`config.mk`:
```
export PLATFORM = sky130hd
export DESIGN_NAME = qte_cfg
export DESIGN_NICKNAME = d
export VERILOG_FILES = /design/src/rtl/core/qte_pkg.sv /design/src/rtl/core/qte_cfg.sv
export SDC_FILE = /design/constraint.sdc
export NUM_CORES = 2
export LEC_CHECK = 0
export BUFFER_PORTS_ARGS = -buffer_cell sky130_fd_sc_hd__buf_4
export CAP_MARGIN = 15
export CORE_AREA = 2 2 376 378
export CTS_CLUSTER_SIZE = 14
export DETAILED_ROUTE_END_ITERATION = 10
export DIE_AREA = 0 0 378 380
export PLACE_DENSITY = 0.51
export SLEW_MARGIN = 30
export SYNTH_ARGS = -nofsm -noshare
export SYNTH_HDL_FRONTEND = slang
export SYNTH_SLANG_ARGS = --single-unit
```
`constraint.sdc`:
```
create_clock -name i_clk -period 12 [get_ports i_clk]
set_input_delay 2.4 -clock i_clk [delete_from_list [all_inputs] [get_ports i_clk]]
set_output_delay 2.4 -clock i_clk [all_outputs]
set_load 0.02 [all_outputs]
```
`src/rtl/core/qte_pkg.sv`:
```
`default_nettype none

package qte_pkg;

    localparam int QTE_TIME_FRAC_BITS = 16;
    localparam int QTE_TIME_W         = 32;
    localparam int QTE_VAL_W          = 64;

    typedef enum logic [2:0] {
        CFG_START_TIME  = 3'd0,
        CFG_END_TIME    = 3'd1,
        CFG_COEF_FIFTH  = 3'd2,
        CFG_COEF_FOURTH = 3'd3,
        CFG_COEF_THIRD  = 3'd4,
        CFG_COEF_SECOND = 3'd5,
        CFG_COEF_FIRST  = 3'd6,
        CFG_COEF_ZERO   = 3'd7
    } t_cfg_idx;

    typedef enum logic [1:0] {
        REGION_BEFORE = 2'd0,
        REGION_INSIDE = 2'd1,
        REGION_AFTER  = 2'd2
    } t_region;

    // stored registers plus the derivative coefficients formed at write time
    typedef struct packed {
        logic signed [QTE_TIME_W-1:0] start_time;
        logic signed [QTE_TIME_W-1:0] end_time;
        logic signed [QTE_VAL_W-1:0]  c5;
        logic signed [QTE_VAL_W-1:0]  c4;
        logic signed [QTE_VAL_W-1:0]  c3;
        logic signed [QTE_VAL_W-1:0]  c2;
        logic signed [QTE_VAL_W-1:0]  c1;
        logic signed [QTE_VAL_W-1:0]  c0;
        logic signed [QTE_VAL_W-1:0]  c5x5;
        logic signed [QTE_VAL_W-1:0]  c4x4;
        logic signed [QTE_VAL_W-1:0]  c3x3;
        logic signed [QTE_VAL_W-1:0]  c2x2;
        logic signed [QTE_VAL_W-1:0]  c5x20;
        logic signed [QTE_VAL_W-1:0]  c4x12;
        logic signed [QTE_VAL_W-1:0]  c3x6;
        logic                         ovf;
    } t_cfg;

    typedef struct packed {
        logic signed [QTE_VAL_W-1:0] position;
        logic signed [QTE_VAL_W-1:0] velocity;
        logic signed [QTE_VAL_W-1:0] acceleration;
        t_region                     region;
        logic                        overflow;
    } t_result;

endpackage

`default_nettype wire

```
`src/rtl/core/qte_cfg.sv`:
```
`default_nettype none

module qte_cfg (
    input  logic                          i_clk,
    input  logic                          i_rst_n,
    input  logic                          i_valid,
    output logic                          o_ready,
    input  qte_pkg::t_cfg_idx             i_index,
    input  logic [qte_pkg::QTE_VAL_W-1:0] i_data,
    output qte_pkg::t_cfg                 o_cfg
);
    import qte_pkg::*;

    localparam logic [4:0] K_TWO  = 5'd2;
    localparam logic [4:0] K_VEL3 = 5'd3;
    localparam logic [4:0] K_VEL4 = 5'd4;
    localparam logic [4:0] K_VEL5 = 5'd5;
    localparam logic [4:0] K_ACC3 = 5'd6;
    localparam logic [4:0] K_ACC4 = 5'd12;
    localparam logic [4:0] K_ACC5 = 5'd20;

    // returns {overflow, saturated c*k}
    function automatic logic [QTE_VAL_W:0] scale_sat(input logic signed [QTE_VAL_W-1:0] c,
                                                     input logic [4:0] k);
        logic signed [QTE_VAL_W+5:0] prod;
        logic                        ovf;
        logic [QTE_VAL_W-1:0]        val;
        prod = (QTE_VAL_W+6)'(c) * $signed({{(QTE_VAL_W+1){1'b0}}, k});
        ovf  = (prod[QTE_VAL_W+5:QTE_VAL_W-1] != {7{prod[QTE_VAL_W+5]}});
        if (ovf) begin
            val = prod[QTE_VAL_W+5] ? {1'b1, {(QTE_VAL_W-1){1'b0}}}
                                    : {1'b0, {(QTE_VAL_W-1){1'b1}}};
        end else begin
            val = prod[QTE_VAL_W-1:0];
        end
        return {ovf, val};
    endfunction

    t_cfg              r_cfg, n_cfg;
    logic [3:0]        r_flag, n_flag;
    logic [QTE_VAL_W:0] w_s2, w_s3, w_s4, w_s5, w_s6, w_s12, w_s20;

    always_comb begin
        w_s2  = scale_sat($signed(i_data), K_TWO);
        w_s3  = scale_sat($signed(i_data), K_VEL3);
        w_s4  = scale_sat($signed(i_data), K_VEL4);
        w_s5  = scale_sat($signed(i_data), K_VEL5);
        w_s6  = scale_sat($signed(i_data), K_ACC3);
        w_s12 = scale_sat($signed(i_data), K_ACC4);
        w_s20 = scale_sat($signed(i_data), K_ACC5);
        n_cfg  = r_cfg;
        n_flag = r_flag;
        if (i_valid) begin
            unique case (i_index)
                CFG_START_TIME:  n_cfg.start_time = i_data[QTE_TIME_W-1:0];
                CFG_END_TIME:    n_cfg.end_time   = i_data[QTE_TIME_W-1:0];
                CFG_COEF_FIFTH: begin
                    n_cfg.c5    = i_data;
                    n_cfg.c5x5  = w_s5[QTE_VAL_W-1:0];
                    n_cfg.c5x20 = w_s20[QTE_VAL_W-1:0];
                    n_flag[0]   = w_s5[QTE_VAL_W] | w_s20[QTE_VAL_W];
                end
                CFG_COEF_FOURTH: begin
                    n_cfg.c4    = i_data;
                    n_cfg.c4x4  = w_s4[QTE_VAL_W-1:0];
                    n_cfg.c4x12 = w_s12[QTE_VAL_W-1:0];
                    n_flag[1]   = w_s4[QTE_VAL_W] | w_s12[QTE_VAL_W];
                end
                CFG_COEF_THIRD: begin
                    n_cfg.c3    = i_data;
                    n_cfg.c3x3  = w_s3[QTE_VAL_W-1:0];
                    n_cfg.c3x6  = w_s6[QTE_VAL_W-1:0];
                    n_flag[2]   = w_s3[QTE_VAL_W] | w_s6[QTE_VAL_W];
                end
                CFG_COEF_SECOND: begin
                    n_cfg.c2    = i_data;
                    n_cfg.c2x2  = w_s2[QTE_VAL_W-1:0];
                    n_flag[3]   = w_s2[QTE_VAL_W];
                end
                CFG_COEF_FIRST:  n_cfg.c1 = i_data;
                CFG_COEF_ZERO:   n_cfg.c0 = i_data;
            endcase
        end
        n_cfg.ovf = |n_flag;
    end

    always_ff @(posedge i_clk) begin
        if (!i_rst_n) begin
            r_cfg  <= '0;
            r_flag <= '0;
        end else begin
            r_cfg  <= n_cfg;
            r_flag <= n_flag;
        end
    end

    assign o_ready = 1'b1;
    assign o_cfg   = r_cfg;

endmodule

`default_nettype wire

```
==> results.py <==
metrics = {
    "drt": {
        "totalWireLength_mm": 214,
        "viasPerCell": 5.31,
        "drt_first_iter_violations": 3606,
        "postRouteAntennaNets": 0,
        "vias": 42009,
        "drt_first_pass_iters": 6,
        "drc_errors": 0,
        "route.detailed.wl_per_inst_um": 27.1,
    },
    "setup_path": {
        "startpoint_type": "input port",
        "slowest_delay_ns": 0.65,
        "cp_data_required_time_ns": 12.64,
        "cp_top_family": "compound AO/OA/AOI/OAI gates",
        "path_cells": "buf_4 > ha_1 > ha_1 > fa_1 > a211oi_1 > nor2_1 > o311ai_1 > a22oi_2 > a22oi_2 > o21a_1 > o22ai_1 > and4bb_2 > a22o_2 > buf_4 > a21boi_4 > buf_4 > a31oi_1 > a211o_1",
        "cpMostUsedCell": "buf_4",
        "worst_ep_arrival_time_ns": 8.28,
        "path_max_fanout": 64,
        "critPathKind": "in2reg",
        "slowest_stage": "buf_4",
        "worst-path-buf-inv": 3,
        "critPathCaptureType": "flip-flop",
    },
    "final_layout": {
        "fill_cells": 14646,
        "nets": 6278,
        "drive_above_1_share_pct": 20.9,
        "area_growth_pct": 29.1,
        "stdcell_count": 7917,
    },
    "floorplanning": {
        "dieArea_sq_um": 144000,
        "start_util_pct": 29.6,
        "die_w_um": 378,
        "design.core.area_sq_um": 139000,
        "io_pins": 968,
        "die_h_um": 380,
        "num_rows": 137,
    },
    "placement": {
        "hpwlAfterDp_mm": 152,
        "dp_cells": 7722,
        "place.gp.congestion": 0.927,
        "port_buffers": 966,
    },
    "logic_synthesis": {
        "yosysSeqAreaShare_pct": 43.6,
        "synth-edff-count": 0,
        "synth.most_common_cell": "nand2_1",
        "yosysUniqueCellTypes": 80,
        "synth_warnings": 0,
        "netlist.area_leader.share_pct": 43.6,
        "synth_top_area_cell": "dfxtp_1",
        "syn_area_sq_um": 41200,
        "avgSynthCellArea_sq_um": 7.81,
        "synth_common_cells": "1291 x nand2_1, 997 x a21oi_1, 898 x dfxtp_1",
        "synthFlopType": "dfxtp_1",
        "synth_nets": 5602,
        "netlist_instances": 5279,
        "ys_ff_latch": 898,
        "ys_async_sr_fraction_pct": 0,
        "netlist_top_cells_area": "dfxtp_1 44%, a21oi_1 12%, nand2_1 12%",
    },
    "cts": {
        "cts_resized": 0,
        "cts.htree.levels": 3,
        "numCtsBuffers": 105,
        "hold_buffers": 0,
        "cts_root_buf": "clkbuf_16",
        "cts_tree": "done",
        "clk_latency_ns": 0.75,
        "path_clk_slew_ns": 0.07,
        "cts.path.max_buffers": 3,
        "post_cts_buffers": 0,
        "clock-sinks": 898,
    },
    "sta": {
        "rsz0062_at_grt": "false",
        "finClkSkew_ns": 0.0155,
        "relSlewSlack_pct": 29.6,
        "fmax_mhz": 131,
        "setup-tns-final_ns": 0,
        "finalMaxSlewViolations": 0,
        "hold_viol": 0,
        "post-route-min-period_ns": 7.64,
        "period_share_pct": 63.7,
        "setup_viol": 0,
        "worstMarginPinSlew_ns": 1.05,
    },
    "power_and_ir_drop": {
        "p_total_mw": 8.12,
        "ir_drop_uv": 149,
        "p_clk_share_pct": 41.3,
        "p_sw_mw": 2.66,
        "seqPwrFrac_pct": 38.4,
        "combPwrFrac_pct": 20.3,
        "p_per_area_nw_per_um2": 153,
        "p_int_mw": 5.46,
        "power_leakage_nw": 21.9,
        "sw_frac_of_total_pct": 32.8,
    },
    "global_routing": {
        "grt_max_degree": 218,
        "antenna_found_initial": 12,
        "grt-ovfl-total": 0,
        "grt_usage_pct": 28.5,
        "grt_pass1_wl_mm": 299,
        "grt_pass1_vias": 39349,
    },
    "worst_hold_path": {
        "hold_path_class": "reg2reg",
    },
    "run": {
        "drv_cap": 0,
    },
    "outcome": {
        "outcome": "complete, no violations",
    },
}
## cells by family after synthesis
group,share of synthesized area (%)
AO/OA/AOI/OAI,23.8
other,0.00910
adder cells (fa/ha/maj),7.72
AND/OR/NAND/NOR,17.3
multiplexers,0.0972
buffers and inverters,4.94
flip-flops,43.6
XOR/XNOR,2.48
## area by class of cell
| class | count | area (sq um) | share of cell area (%) |
|---|---|---|---|
| sequential | 898 | 18000 | 33.8 |
| inverter | 30 | 120 | 0.226 |
| antenna | 1 | 2.50 | 0.00470 |
| clock buffer | 151 | 3090 | 5.81 |
| multi-input combinational | 3899 | 21400 | 40.2 |
| tap | 1876 | 2350 | 4.41 |
| timing repair buffer | 1021 | 7750 | 14.6 |
| clock inverter | 41 | 519 | 0.976 |
## sequential cells by signal, summed over array words and instances (netlist names)
signal and cells:
r_flag 4, o_cfg 894
## final timing paths
| check | start | to | slack, ns | cells after the start |
|---|---|---|---|---|
| worst max-delay path | i_data[2] | o_cfg[0] | 4.36 | 18 |
| worst min-delay path | o_cfg[209] | o_cfg[209] | 0.45 | 2 |
| worst max register to register | r_flag[3] | o_cfg[0] | 10.71 | 3 |
| worst min register to register | o_cfg[209] | o_cfg[209] | 0.45 | 2 |
## worst min-delay path, stage by stage, from the launching register on
cell     delay [ns]
dfxtp_1        0.31
nand2_1        0.05
a21oi_1        0.05
## cell usage in the layout (no fill, tap or decap), types with 10 or more instances in the layout
master / n
and3_1: 12
o22ai_1: 59
buf_4: 1015
xor2_1: 49
a21o_1: 56
nand2b_1: 16
o211ai_1: 71
nor2_1: 226
ha_1: 250
dfxtp_1: 898
o21bai_1: 27
clkbuf_16: 105
inv_1: 27
nand2_1: 1287
nor2b_1: 10
clkinv_2: 18
nor3_1: 66
nand3_1: 40
clkbuf_1: 17
clkbuf_8: 30
o21a_1: 18
xnor2_1: 61
a21oi_1: 996
or2_2: 11
o21ai_0: 369
or3_1: 12
nand4_1: 39
a211oi_1: 43
a31oi_1: 23
## power by group through the flow
stage / sequential (mW) / clock [mW] / combinational [mW]
after global routing: 3.12 / 3.54 / 1.76
after detailed placement: 3.18 / 0 / 1.63
after global placement: 3.18 / 0 / 1.63
after CTS: 3.12 / 3.42 / 1.63
final: 3.12 / 3.36 / 1.65
after floorplan: 3.27 / 0 / 0.843
## metrics by stage
| step | setup slack [ns] | hold WS [ns] | cell area (sq um) | util [%] |
|---|---|---|---|---|
| 3_3_place_gp | 3.82 | 0.441 | 49500 | 35.5 |
| 6_report | 4.36 | 0.452 | 53200 | 38.2 |
| 5_1_grt | 4.13 | 0.469 | 53200 | 38.2 |
| 3_5_place_dp | 3.61 | 0.444 | 49500 | 35.6 |
| 2_1_floorplan | 5.92 | 0.447 | 41200 | - |
| 4_1_cts | 4.42 | 0.452 | 53100 | 38.2 |
## layer usage
metal	vias to the layer above	part of all wire, %	GRT usage, %
met3	364	8.7	8.05
met4	12	4.6	11.9
met2	1604	45	45.7
met1	20444	41	35.8
met5	-	0.040	0
li1	19585	-	-
Note: power is estimated with default switching activity, not from simulation.
