**src/rtl/core/qte_pkg.sv**
```systemverilog
`default_nettype none

package qte_pkg;

    localparam int QTE_TIME_FRAC_BITS = 16;
    localparam int QTE_TIME_W         = 32;
    localparam int QTE_VAL_W          = 64;

    typedef enum logic [2:0] {
        CFG_START_TIME  = 3'd0,
        CFG_END_TIME    = 3'd1,
        CFG_COEF_FIFTH  = 3'd2,
        CFG_COEF_FOURTH = 3'd3,
        CFG_COEF_THIRD  = 3'd4,
        CFG_COEF_SECOND = 3'd5,
        CFG_COEF_FIRST  = 3'd6,
        CFG_COEF_ZERO   = 3'd7
    } t_cfg_idx;

    typedef enum logic [1:0] {
        REGION_BEFORE = 2'd0,
        REGION_INSIDE = 2'd1,
        REGION_AFTER  = 2'd2
    } t_region;

    // stored registers plus the derivative coefficients formed at write time
    typedef struct packed {
        logic signed [QTE_TIME_W-1:0] start_time;
        logic signed [QTE_TIME_W-1:0] end_time;
        logic signed [QTE_VAL_W-1:0]  c5;
        logic signed [QTE_VAL_W-1:0]  c4;
        logic signed [QTE_VAL_W-1:0]  c3;
        logic signed [QTE_VAL_W-1:0]  c2;
        logic signed [QTE_VAL_W-1:0]  c1;
        logic signed [QTE_VAL_W-1:0]  c0;
        logic signed [QTE_VAL_W-1:0]  c5x5;
        logic signed [QTE_VAL_W-1:0]  c4x4;
        logic signed [QTE_VAL_W-1:0]  c3x3;
        logic signed [QTE_VAL_W-1:0]  c2x2;
        logic signed [QTE_VAL_W-1:0]  c5x20;
        logic signed [QTE_VAL_W-1:0]  c4x12;
        logic signed [QTE_VAL_W-1:0]  c3x6;
        logic                         ovf;
    } t_cfg;

    typedef struct packed {
        logic signed [QTE_VAL_W-1:0] position;
        logic signed [QTE_VAL_W-1:0] velocity;
        logic signed [QTE_VAL_W-1:0] acceleration;
        t_region                     region;
        logic                        overflow;
    } t_result;

endpackage

`default_nettype wire

```
**src/rtl/core/qte_outq.sv**
```systemverilog
`default_nettype none

module qte_outq (
    input  logic             i_clk,
    input  logic             i_rst_n,
    input  logic             i_valid,
    input  qte_pkg::t_result i_data,
    output logic             o_en,
    output logic             o_valid,
    input  logic             i_ready,
    output qte_pkg::t_result o_data
);
    import qte_pkg::*;

    logic    r_out_v, r_skid_v;
    t_result r_out, r_skid;
    logic    w_take, w_free;

    assign o_en   = !r_skid_v;
    assign w_take = i_valid & !r_skid_v;
    assign w_free = !r_out_v | i_ready;

    always_ff @(posedge i_clk) begin
        if (!i_rst_n) begin
            r_out_v  <= 1'b0;
            r_skid_v <= 1'b0;
        end else if (w_free) begin
            r_out_v  <= r_skid_v | w_take;
            r_skid_v <= 1'b0;
        end else if (w_take) begin
            r_skid_v <= 1'b1;
        end
    end

    always_ff @(posedge i_clk) begin
        if (w_free) begin
            r_out <= r_skid_v ? r_skid : i_data;
        end
        if (!w_free && w_take) begin
            r_skid <= i_data;
        end
    end

    assign o_valid = r_out_v;
    assign o_data  = r_out;

endmodule

`default_nettype wire

```
**config.mk**
```make
export PLATFORM = sky130hd
export DESIGN_NAME = qte_outq
export DESIGN_NICKNAME = d
export VERILOG_FILES = /design/src/rtl/core/qte_pkg.sv /design/src/rtl/core/qte_outq.sv
export SDC_FILE = /design/constraint.sdc
export NUM_CORES = 1
export LEC_CHECK = 0
export BUFFER_PORTS_ARGS = -buffer_cell sky130_fd_sc_hd__buf_2
export CORE_MARGIN = 3
export CORE_UTILIZATION = 40
export DETAILED_ROUTE_END_ITERATION = 10
export PLACE_DENSITY_LB_ADDON = 0.3
export SLEW_MARGIN = 20
export SYNTH_ARGS = -nofsm -noshare
export SYNTH_HDL_FRONTEND = slang
export SYNTH_SLANG_ARGS = --single-unit
```
**constraint.sdc**
```tcl
create_clock -name i_clk -period 28 [get_ports i_clk]
set_clock_uncertainty 0.05 [all_clocks]
set_input_delay 0 -clock i_clk [delete_from_list [all_inputs] [get_ports i_clk]]
set_output_delay 0 -clock i_clk [all_outputs]
set_load 0.01 [all_outputs]
```
==> summary.md, run 1 <==
| Metric | Value |
|---|---|
| Status | `finished, final reports clean` |
| Internal reg-to-reg setup slack | `24.72 ns` |
| Pre-antenna DRT Iters | `6` |
| Die Wd | `197 µm` |
| Startpoint types | `flop` |
| Largest area contributor in the netlist | `edfxtp_1` |
| Nets | `1,436` |
| Critical path required time | `28.11 ns` |
| Sum of buffers and inverters on the critical path | `2` |
| Sequential area share after synthesis | `80.7%` |
| RSZ-0062 raised after global routing | `no` |
| Remaining global-route overflow | `0` |
| Via count | `8,088` |
| Largest net degree at the start of global routing | `76` |
| Commonest non-fill, non-tap cell in the layout | `buf_2` |
| Cell count after synthesis | `615` |
| 1st-iter DRT viols | `365` |
| Clock Path Buffers | `3` |
| Max Cap Viol | `0` |
| Hold Crit Depth | `2` |
| Crit Path Max Fanout | `75` |
| Worst Reg2Reg Path Length in Cells | `4` |
| Die height | `197 µm` |
| DRC Markers | `0` |
| Vias/cell | `4.68` |
| Cell repeated most along the worst path | `buf_4` |
| Routability cong. | `0.733` |
| Root buffer cell | `clkbuf_16` |
| Pins Over Slew Limit | `0` |
| Dpl hpwl | `20,100 µm` |
| Syn nets | `814` |
| Antenna violations before repair | `2` |
| Final Util | `56.5%` |
| Top cell type's share of synthesized area | `80.4%` |
| Crit-path max cell delay | `0.89 ns` |
| Design Power | `1.30 mW` |
| Peak VDD IR | `0.0486 mV` |
| H-tree depth | `2` |
| Port Buf Inserts | `395` |
| Yosys cell types | `12` |
| Resized Gates After CTS | `0` |
| Delay-heaviest family, CP | `buffers and inverters` |
| Synth top area cells | `edfxtp_1 80%, mux2_4 10%, mux2_2 7.3%, buf_6 1.2%, dfxtp_1 0.27%` |
| Clock transition at path regs | `0.06 ns` |
| Final Setup Violations | `0` |
| CTS tree | `yes` |
| Final setup TNS | `0 ns` |
| First-pass GRT wire length | `49,100 µm` |
| Synth Cell Area | `14,600 µm²` |
| DR WL/cell | `18.7 µm` |
| P_leak | `7.88 nW` |
| CORE AREA | `35,700 µm²` |
| Post-layout worst setup margin | `24.72 ns` |
| Total GRT Usage | `16.2%` |
| Clk Latency, worst-skew pair | `0.54 ns` |
| Worst Setup End Kind | `flop` |
| Yosys warnings | `0` |
| Wl on met1 | `12,800 µm` |
| Worst-Margin Slew | `1.02 ns` |
| Clk sinks | `392` |
| Vias in the first global route | `8,760` |
| Setup CP Type | `flop to flop` |
| Met3 routed WL | `2180 µm` |
| Worst slack, placed | `24.67 ns` |
| Max-slew headroom | `32.3%` |
| Synth-to-Final Area Change | `38.8%` |
| Post-Route WL | `32,300 µm` |
| Number of CTS-inserted buffers | `41` |
| Met2 wire length | `16,100 µm` |
| Site Rows | `69` |
| Die Footprint | `38,700 µm²` |
| Layout cells sized above 1 | `51.4%` |
| Peak Freq | `0.305 GHz` |
| Max layer used | `met4` |
| Min Tclk post-route | `3.28 ns` |
| CP arrival | `3.39 ns` |
| CP Cell Sequence | `nand2b_4 > nor3b_2 > buf_4 > buf_4` |
| Worst Hold Class | `input pin to flop` |
| Mapped Avg Cell Area | `23.7 µm²` |
| Power per cell area | `64.4 nW/µm²` |
| Critical path depth in cells | `4` |
| Hold Fails Final Rpt | `0` |
| Antenna Nets Post-Route | `0` |
| Slowest cell on crit path | `buf_4` |
| Initial Util | `40.7%` |
| Number of synthesized register bits | `392` |
| IO Count | `396` |
| Most frequent cells in the layout | `395 x buf_2, 390 x edfxtp_1, 198 x dlygate4sd3_1` |
| Fin crit share | `11.7%` |
-- synthesized netlist by cell type --
| master | instances |
|---|---|
| a21boi_0 | 1 |
| buf_2 | 7 |
| buf_6 | 15 |
| dfxtp_1 | 2 |
| edfxtp_1 | 390 |
| inv_1 | 1 |
| mux2_1 | 1 |
| mux2_2 | 94 |
| mux2_4 | 100 |
| nand2b_1 | 1 |
| nor2_1 | 1 |
| nor3b_1 | 2 |
-- layout make-up --
class                   count  area (µm²)
well taps                 461         577
diodes                      2        5.00
flip-flops and latches    392       11800
inverters                   1        3.75
clock inverters            19         114
fillers                  2725       15500
repair buffers            601        4020
multi-input cells         200        2620
clock buffers              54        1120
-- routing by layer --
metal,track usage (%),vias up
li1,-,3730
met1,19.4,3986
met2,27.5,294
met3,4.50,78
met4,7.52,0
met5,0,-
-- through the flow --
step | area (µm²) | std cells | hold WS [ns]
floorplan | 14600 | 615 | 0.0489
global placement | 17000 | 1457 | 0.138
detailed placement | 17000 | 1457 | 0.143
CTS | 20200 | 1728 | 0.0797
global route | 20200 | 1729 | 0.110
finish | 20200 | 1730 | 0.132
-- timing repair --
action	CTS	global route
hold endpoints to repair	392	0
buffers inserted	0	0
hold buffers	198	0
-- final timing paths --
| check | startpoint | end |
|---|---|---|
| setup / recovery | o_valid$_SDFFE_PN0P_ | r_skid[108]$_DFFE_PP_ |
| hold reg to reg | r_skid[137]$_DFFE_PP_ | o_data[137]$_DFFE_PP_ |
| hold / removal | i_data[151] | r_skid[151]$_DFFE_PP_ |
| setup reg to reg | o_valid$_SDFFE_PN0P_ | r_skid[108]$_DFFE_PP_ |
-- state kept, by name, summed over array words and instances (netlist names) --
| register | flops |
|---|---|
| o_data | 195 |
| r_skid | 195 |
| o_valid | 1 |
| r_skid_v | 1 |
-- cells by family (layout without fill, tap and decap cells) --
| logic type | after synthesis | after routing | synth area share (%) |
|---|---|---|---|
| flip-flops | 392 | 392 | 80.7 |
| multiplexers | 195 | 195 | 17.7 |
| buffers and inverters | 23 | 675 | 1.43 |
| AND/OR/NAND/NOR | 4 | 4 | 0.172 |
| AO/OA/AOI/OAI | 1 | 1 | 0.0516 |
| other | 0 | 2 | 0 |
-- report_power, final --
group	internal (mW)	switching (mW)	total, mW
combinational	0.0614	0.0514	0.113
clock	0.289	0.212	0.501
sequential	0.680	0.00839	0.688
Power figures use the tool's default switching activity.
==> run 2: changes to the inputs <==
==> constraint.sdc (replaced) <==
create_clock -name i_clk -period 3.3 [get_ports i_clk]
set_clock_uncertainty 0.05 [all_clocks]
set_input_delay 0 -clock i_clk [delete_from_list [all_inputs] [get_ports i_clk]]
set_output_delay 0 -clock i_clk [all_outputs]
set_load 0.01 [all_outputs]
==> run 2 against run 1 <==
Against the previous run:
- critical path depth unchanged
- global-route usage fell by 0.27 points
- hold slack improved by 0.0068 ns
- power grew to 8.7 times the previous value
- combinational power rose to 8.6 times the previous value
- final area grew 0.64%
- cell count barely moved
- first-iteration DRC count shrank 4.1%
- maximum frequency is 64% higher
- critical endpoint is now r_skid[172]$_DFFE_PP_
==> summary.md, run 2 (same netlist as run 1, synthesis figures left out) <==
| Metric | Value |
|---|---|
| Port Buf Inserts | `395 (unchanged)` |
| Max-slew headroom | `45.4% (+13 points)` |
| Min Tclk post-route | `2.00 ns (-1.28 ns)` |
| Clock transition at path regs | `0.06 ns (about the same)` |
| Vias in the first global route | `8,416 (-3.9%)` |
| Resized Gates After CTS | `0 (unchanged)` |
| Hold Startpoint | `i_ready` |
| Antenna Nets Post-Route | `0 (unchanged)` |
| Pins Over Slew Limit | `0 (unchanged)` |
| Root buffer cell | `clkbuf_16` |
| 1st-iter DRT viols | `350 (-4.1%)` |
| CP Cell Sequence | `nand2b_4 > nor3b_2 > buf_12 > buf_4` |
| Via count | `8,014 (-0.91%)` |
| Antenna violations before repair | `2 (unchanged)` |
| DR WL/cell | `18.6 µm (-0.33%)` |
| Max Cap Viol | `0 (unchanged)` |
| Critical path required time | `3.44 ns (-24.67 ns)` |
| Site Rows | `69 (unchanged)` |
| Final Util | `56.9% (+0.36 points)` |
| Die Footprint | `38,700 µm² (unchanged)` |
| Fin crit share | `60.5% (+49 points)` |
| Post-Route WL | `32,200 µm (-0.39%)` |
| Die height | `197 µm (unchanged)` |
| Routability cong. | `0.730 (-0.41%)` |
| GR Util met2 | `26.8% (-0.67 points)` |
| Worst Hold Class | `input pin to flop` |
| Clk sinks | `392 (unchanged)` |
| Peak VDD IR | `0.349 mV (+620%)` |
| Total GRT Usage | `15.9% (-0.27 points)` |
| RSZ-0062 raised after global routing | `no` |
| Sum of buffers and inverters on the critical path | `2 (unchanged)` |
| CTS tree | `yes` |
| Startpoint types | `flop` |
| Slowest cell on crit path | `buf_4` |
| CP arrival | `2.14 ns (-1.25 ns)` |
| CP startpoint | `o_valid$_SDFFE_PN0P_` |
| Power per cell area | `555 nW/µm² (+760%)` |
| Hold Fails Final Rpt | `0 (unchanged)` |
| Status | `finished, final reports clean` |
| Largest net degree at the start of global routing | `139 (+83%)` |
| Clock Path Buffers | `3 (unchanged)` |
| M1 GR Usage | `19.9% (+0.56 points)` |
| Commonest non-fill, non-tap cell in the layout | `buf_2` |
| Most frequent cells in the layout | `395 x buf_2, 390 x edfxtp_1, 198 x dlygate4sd3_1` |
| Layout fillers | `2,759 (+1.2%)` |
| Peak Freq | `0.501 GHz (+64%)` |
| Clk Latency, worst-skew pair | `0.52 ns (-0.02 ns)` |
| P_leak | `7.93 nW (+0.60%)` |
| Setup CP Type | `flop to flop` |
| Reg2reg start | `o_valid$_SDFFE_PN0P_` |
| Vias/cell | `4.64 (-0.86%)` |
| M3 GR Usage | `4.26% (-0.24 points)` |
| Synth-to-Final Area Change | `39.6%` |
| Design Power | `11.3 mW (+770%)` |
| Remaining global-route overflow | `0 (unchanged)` |
| Dpl hpwl | `20,200 µm (+0.53%)` |
| DRC Markers | `0 (unchanged)` |
| Number of CTS-inserted buffers | `41 (unchanged)` |
| Delay-heaviest family, CP | `buffers and inverters` |
| First-pass GRT wire length | `48,300 µm (-1.5%)` |
| CORE AREA | `35,700 µm² (unchanged)` |
| Final Setup Violations | `0 (unchanged)` |
| Crit Path Max Fanout | `73 (-2.7%)` |
| Layout cells sized above 1 | `51.8% (+0.44 points)` |
| Worst Setup End Kind | `flop` |
| Most Used Layer, Global Route | `met2` |
| Worst-Margin Slew | `0.819 ns (-0.197 ns)` |
| Die Wd | `197 µm (unchanged)` |
| Nets | `1,437 (+0.070%)` |
| IO Count | `396 (unchanged)` |
| Post-CTS setup buffer count | `0 (unchanged)` |
| Pre-antenna DRT Iters | `4 (-2)` |
| H-tree depth | `2 (unchanged)` |
| Crit-path max cell delay | `0.42 ns (-0.47 ns)` |
| Initial Util | `40.7% (unchanged)` |
[run 2: path summary, 6_finish.rpt]
check	cells after the start	to	slack [ns]
setup / recovery	4	r_skid[172]$_DFFE_PP_	1.30
hold / removal	4	r_skid[52]$_DFFE_PP_	0.14
setup reg to reg	4	r_skid[172]$_DFFE_PP_	1.30
hold reg to reg	1	o_data[61]$_DFFE_PP_	0.49
[run 2: layer usage]
metal | up-vias | wire, µm
met5 | - | 0
li1 | 3732 | -
met4 | 0 | 1100
met2 | 265 | 16100
met1 | 3954 | 13000
met3 | 63 | 2090
[run 2: repair_timing]
item | 4_1_cts | 5_1_grt
hold buffers | 198 | 0
endpoints found under the hold margin | 392 | 0
endpoints found under the setup margin | 0 | 0
[run 2: power breakdown]
part	internal (mW)	switching (mW)	leakage, nW
Combinational	0.527	0.443	3.49
Sequential	5.76	0.0627	3.81
Clock	2.66	1.83	0.628
Total	8.95	2.34	7.93
[run 2: area by class of cell]
cell class | instances | area [µm²] | share of cell area [%]
Antenna cell | 2 | 5.00 | 0.0246
Clock buffer | 48 | 1050 | 5.17
Clock inverter | 23 | 234 | 1.15
Inverter | 1 | 3.75 | 0.0185
Multi-Input combinational cell | 200 | 2620 | 12.9
Sequential cell | 392 | 11800 | 57.8
Tap cell | 461 | 577 | 2.84
Timing Repair Buffer | 602 | 4090 | 20.1
[run 2: worst reg2reg max path: cells and delay by family (launching register included)]
family / cells / cell delay [ns]
buf+inv: 2 / 0.90
flops: 1 / 0.36
simple gates: 2 / 0.35
[run 2: through the flow]
step | cells | instance area, µm² | TNS [ns] | hold WS, ns | worst slack (ns)
after floorplan | 615 | 14600 | -2676.21 | 0.0489 | -13.72
after global placement | 1458 | 17100 | 0 | 0.141 | 1.34
after detailed placement | 1458 | 17100 | 0 | 0.143 | 1.31
after CTS | 1727 | 20300 | 0 | 0.118 | 1.27
after global routing | 1729 | 20300 | 0 | 0.128 | 1.20
final | 1729 | 20300 | 0 | 0.139 | 1.30
==> run 3: changes to the inputs <==
==> constraint.sdc (replaced) <==
create_clock -name i_clk -period 1.9 [get_ports i_clk]
set_clock_uncertainty 0.05 [all_clocks]
set_input_delay 0 -clock i_clk [delete_from_list [all_inputs] [get_ports i_clk]]
set_output_delay 0 -clock i_clk [all_outputs]
set_load 0.01 [all_outputs]
==> run 3 against run 2 <==
Against the previous run:
- via count increased by 0.20%
- combinational power up 75%
- non-clock buffer count is 15 higher
- final area increased by 0.42%
==> summary.md, run 3 (same netlist as run 1, synthesis figures left out) <==
| Metric | Value |
|---|---|
| Status | `finished, final reports clean` |
| Post-layout worst setup margin | `0.112 ns (-1.19 ns)` |
| Pre-antenna DRT Iters | `4 (unchanged)` |
| GR Util met2 | `27.5% (+0.65 points)` |
| Port Buf Inserts | `395 (unchanged)` |
| Critical path required time | `2.25 ns (-1.19 ns)` |
| Post-Layout Cell Count | `1,743 (+0.81%)` |
| Int Pwr | `15.2 mW (+69%)` |
| Most frequent cells in the layout | `395 x buf_2, 390 x edfxtp_1, 198 x dlygate4sd3_1` |
| Crit Path Max Fanout | `97 (+33%)` |
| Power per cell area | `937 nW/µm² (+69%)` |
| Remaining global-route overflow | `0 (unchanged)` |
| CP startpoint | `o_valid$_SDFFE_PN0P_` |
| Worst Hold Class | `input pin to flop` |
| Layout cells sized above 1 | `52.1% (+0.26 points)` |
| Vias in the first global route | `8,622 (+2.4%)` |
| Routability cong. | `0.741 (+1.5%)` |
| Clock Path Buffers | `3 (unchanged)` |
| Commonest non-fill, non-tap cell in the layout | `buf_2` |
| Slowest cell on crit path | `dlygate4sd3_1` |
| Clock Power Share | `38.2% (-1.6 points)` |
| Vias/cell | `4.61 (-0.61%)` |
| Post-CTS setup buffer count | `0 (unchanged)` |
| Sequential cell area | `11,800 µm² (unchanged)` |
| CP Cell Sequence | `nand2b_4 > buf_12 > a21boi_0 > dlygate4sd3_1` |
| Largest net degree at the start of global routing | `101 (-27%)` |
| Final Util | `57.1% (+0.24 points)` |
| Via count | `8,030 (+0.20%)` |
| Synth-to-Final Area Change | `40.2%` |
| Site Rows | `69 (unchanged)` |
| Worst-Margin Slew | `0.601 ns (-0.218 ns)` |
| Dpl hpwl | `21,000 µm (+4.0%)` |
| Switching share of power | `20.8% (+0.11 points)` |
| Post-Route WL | `32,400 µm (+0.64%)` |
| Max-slew headroom | `59.9% (+15 points)` |
| Peak Freq | `0.559 GHz (+12%)` |
| M3 GR Usage | `5.03% (+0.77 points)` |
| Setup CP Type | `flop to flop` |
| Antenna Nets Post-Route | `0 (unchanged)` |
| Area of the multi-input gates | `2620 µm² (unchanged)` |
| Max Cap Viol | `0 (unchanged)` |
| Initial Util | `40.7% (unchanged)` |
| Resized Gates After CTS | `0 (unchanged)` |
| Fin crit share | `94.1% (+34 points)` |
| CP arrival | `2.14 ns (about the same)` |
| Net Sw Power | `3.98 mW (+70%)` |
| Clock transition at path regs | `0.06 ns (about the same)` |
| CTS tree | `yes` |
| Clk sinks | `392 (unchanged)` |
| Worst Setup End Kind | `flop` |
| DRC Markers | `0 (unchanged)` |
| Hold Startpoint | `i_ready` |
| Root buffer cell | `clkbuf_16` |
| Total GRT Usage | `16.0% (+0.042 points)` |
| M1 GR Usage | `19.3% (-0.58 points)` |
| Post-route cell area | `20,400 µm² (+0.42%)` |
| H-tree depth | `2 (unchanged)` |
| DR WL/cell | `18.6 µm (-0.17%)` |
| Post-DP Area | `17,200 µm² (+1.0%)` |
| Delay-heaviest family, CP | `buffers and inverters` |
| Comb pwr share | `8.9% (+0.3 points)` |
| Clk Latency, worst-skew pair | `0.52 ns (about the same)` |
| Sum of buffers and inverters on the critical path | `2 (unchanged)` |
| IO Count | `396 (unchanged)` |
| Layout fillers | `2,700 (-2.1%)` |
| Reg2reg start | `o_valid$_SDFFE_PN0P_` |
| # hold bufs at CTS | `198 (unchanged)` |
| Crit-path max cell delay | `0.59 ns (+0.17 ns)` |
| Peak VDD IR | `0.767 mV (+120%)` |
| RSZ-0062 raised after global routing | `no` |
| P_leak | `7.98 nW (+0.65%)` |
| Number of CTS-inserted buffers | `41 (unchanged)` |
| Die Footprint | `38,700 µm² (unchanged)` |
| Nets | `1,452 (+1.0%)` |
| Startpoint types | `flop` |
| Worst slack, placed | `0.211 ns (-1.10 ns)` |
| Most Used Layer, Global Route | `met2` |
| Antenna violations before repair | `4 (+2)` |
| Final Setup Violations | `0 (unchanged)` |
| Die Wd | `197 µm (unchanged)` |
| Die height | `197 µm (unchanged)` |
| 1st-iter DRT viols | `312 (-11%)` |
| Min Tclk post-route | `1.79 ns (-0.209 ns)` |
| First-pass GRT wire length | `48,500 µm (+0.40%)` |
| Pins Over Slew Limit | `0 (unchanged)` |
| Flop pwr share | `52.9% (+1.3 points)` |
| Placed Cells incl. Taps | `1,473 (+1.0%)` |
| Hold Fails Final Rpt | `0 (unchanged)` |
| CORE AREA | `35,700 µm² (unchanged)` |
run 3: cell count changes in the layout (fill, tap and decap cells not counted):
cell and delta:
buf_12 +5, buf_4 +10, bufinv_16 -3, clkbuf_1 +3, clkinv_2 -1, clkinv_4 -1, diode_2 +1
run 3: metrics by stage:
step	setup TNS (ns)	power, mW	hold slack (ns)
after floorplan	-3004.52	11.0	0.0489
after global placement	0	11.6	0.142
after detailed placement	0	11.7	0.142
after CTS	0	19.4	0.102
after global routing	0	19.8	0.127
final	0	19.1	0.117
run 3: per-layer routing:
metal | vias to the layer above | routed length (µm)
met4 | 2 | 802
li1 | 3757 | -
met1 | 3913 | 12900
met2 | 304 | 16200
met5 | - | 13
met3 | 54 | 2470
run 3: power by group through the flow:
stage | clock, mW | combinational (mW) | sequential, mW
detailed placement | 0 | 1.38 | 10.3
finish | 7.31 | 1.70 | 10.1
global route | 7.85 | 1.82 | 10.2
global placement | 0 | 1.36 | 10.3
CTS | 7.52 | 1.72 | 10.1
floorplan | 0 | 0.453 | 10.5
run 3: cell type report:
class,instances,area share [%]
diodes,3,0.0368
clock inverters,18,0.637
clock buffers,51,5.21
flip-flops and latches,392,57.6
inverters,1,0.0184
repair buffers,617,20.9
multi-input cells,200,12.8
well taps,461,2.82
run 3: path summary, 6_finish.rpt:
check	endpoint	slack [ns]	cells after the start
max	o_valid$_SDFFE_PN0P_	0.11	4
min	r_skid[20]$_DFFE_PP_	0.12	4
max reg2reg	o_valid$_SDFFE_PN0P_	0.11	4
min reg2reg	o_data[5]$_DFFE_PP_	0.49	1
run 3: tightest hold or removal path: cells and delay by family:
kind	cells	cell delay, ns
AND/OR/NAND/NOR	2	0.22
buffers and inverters	2	0.25
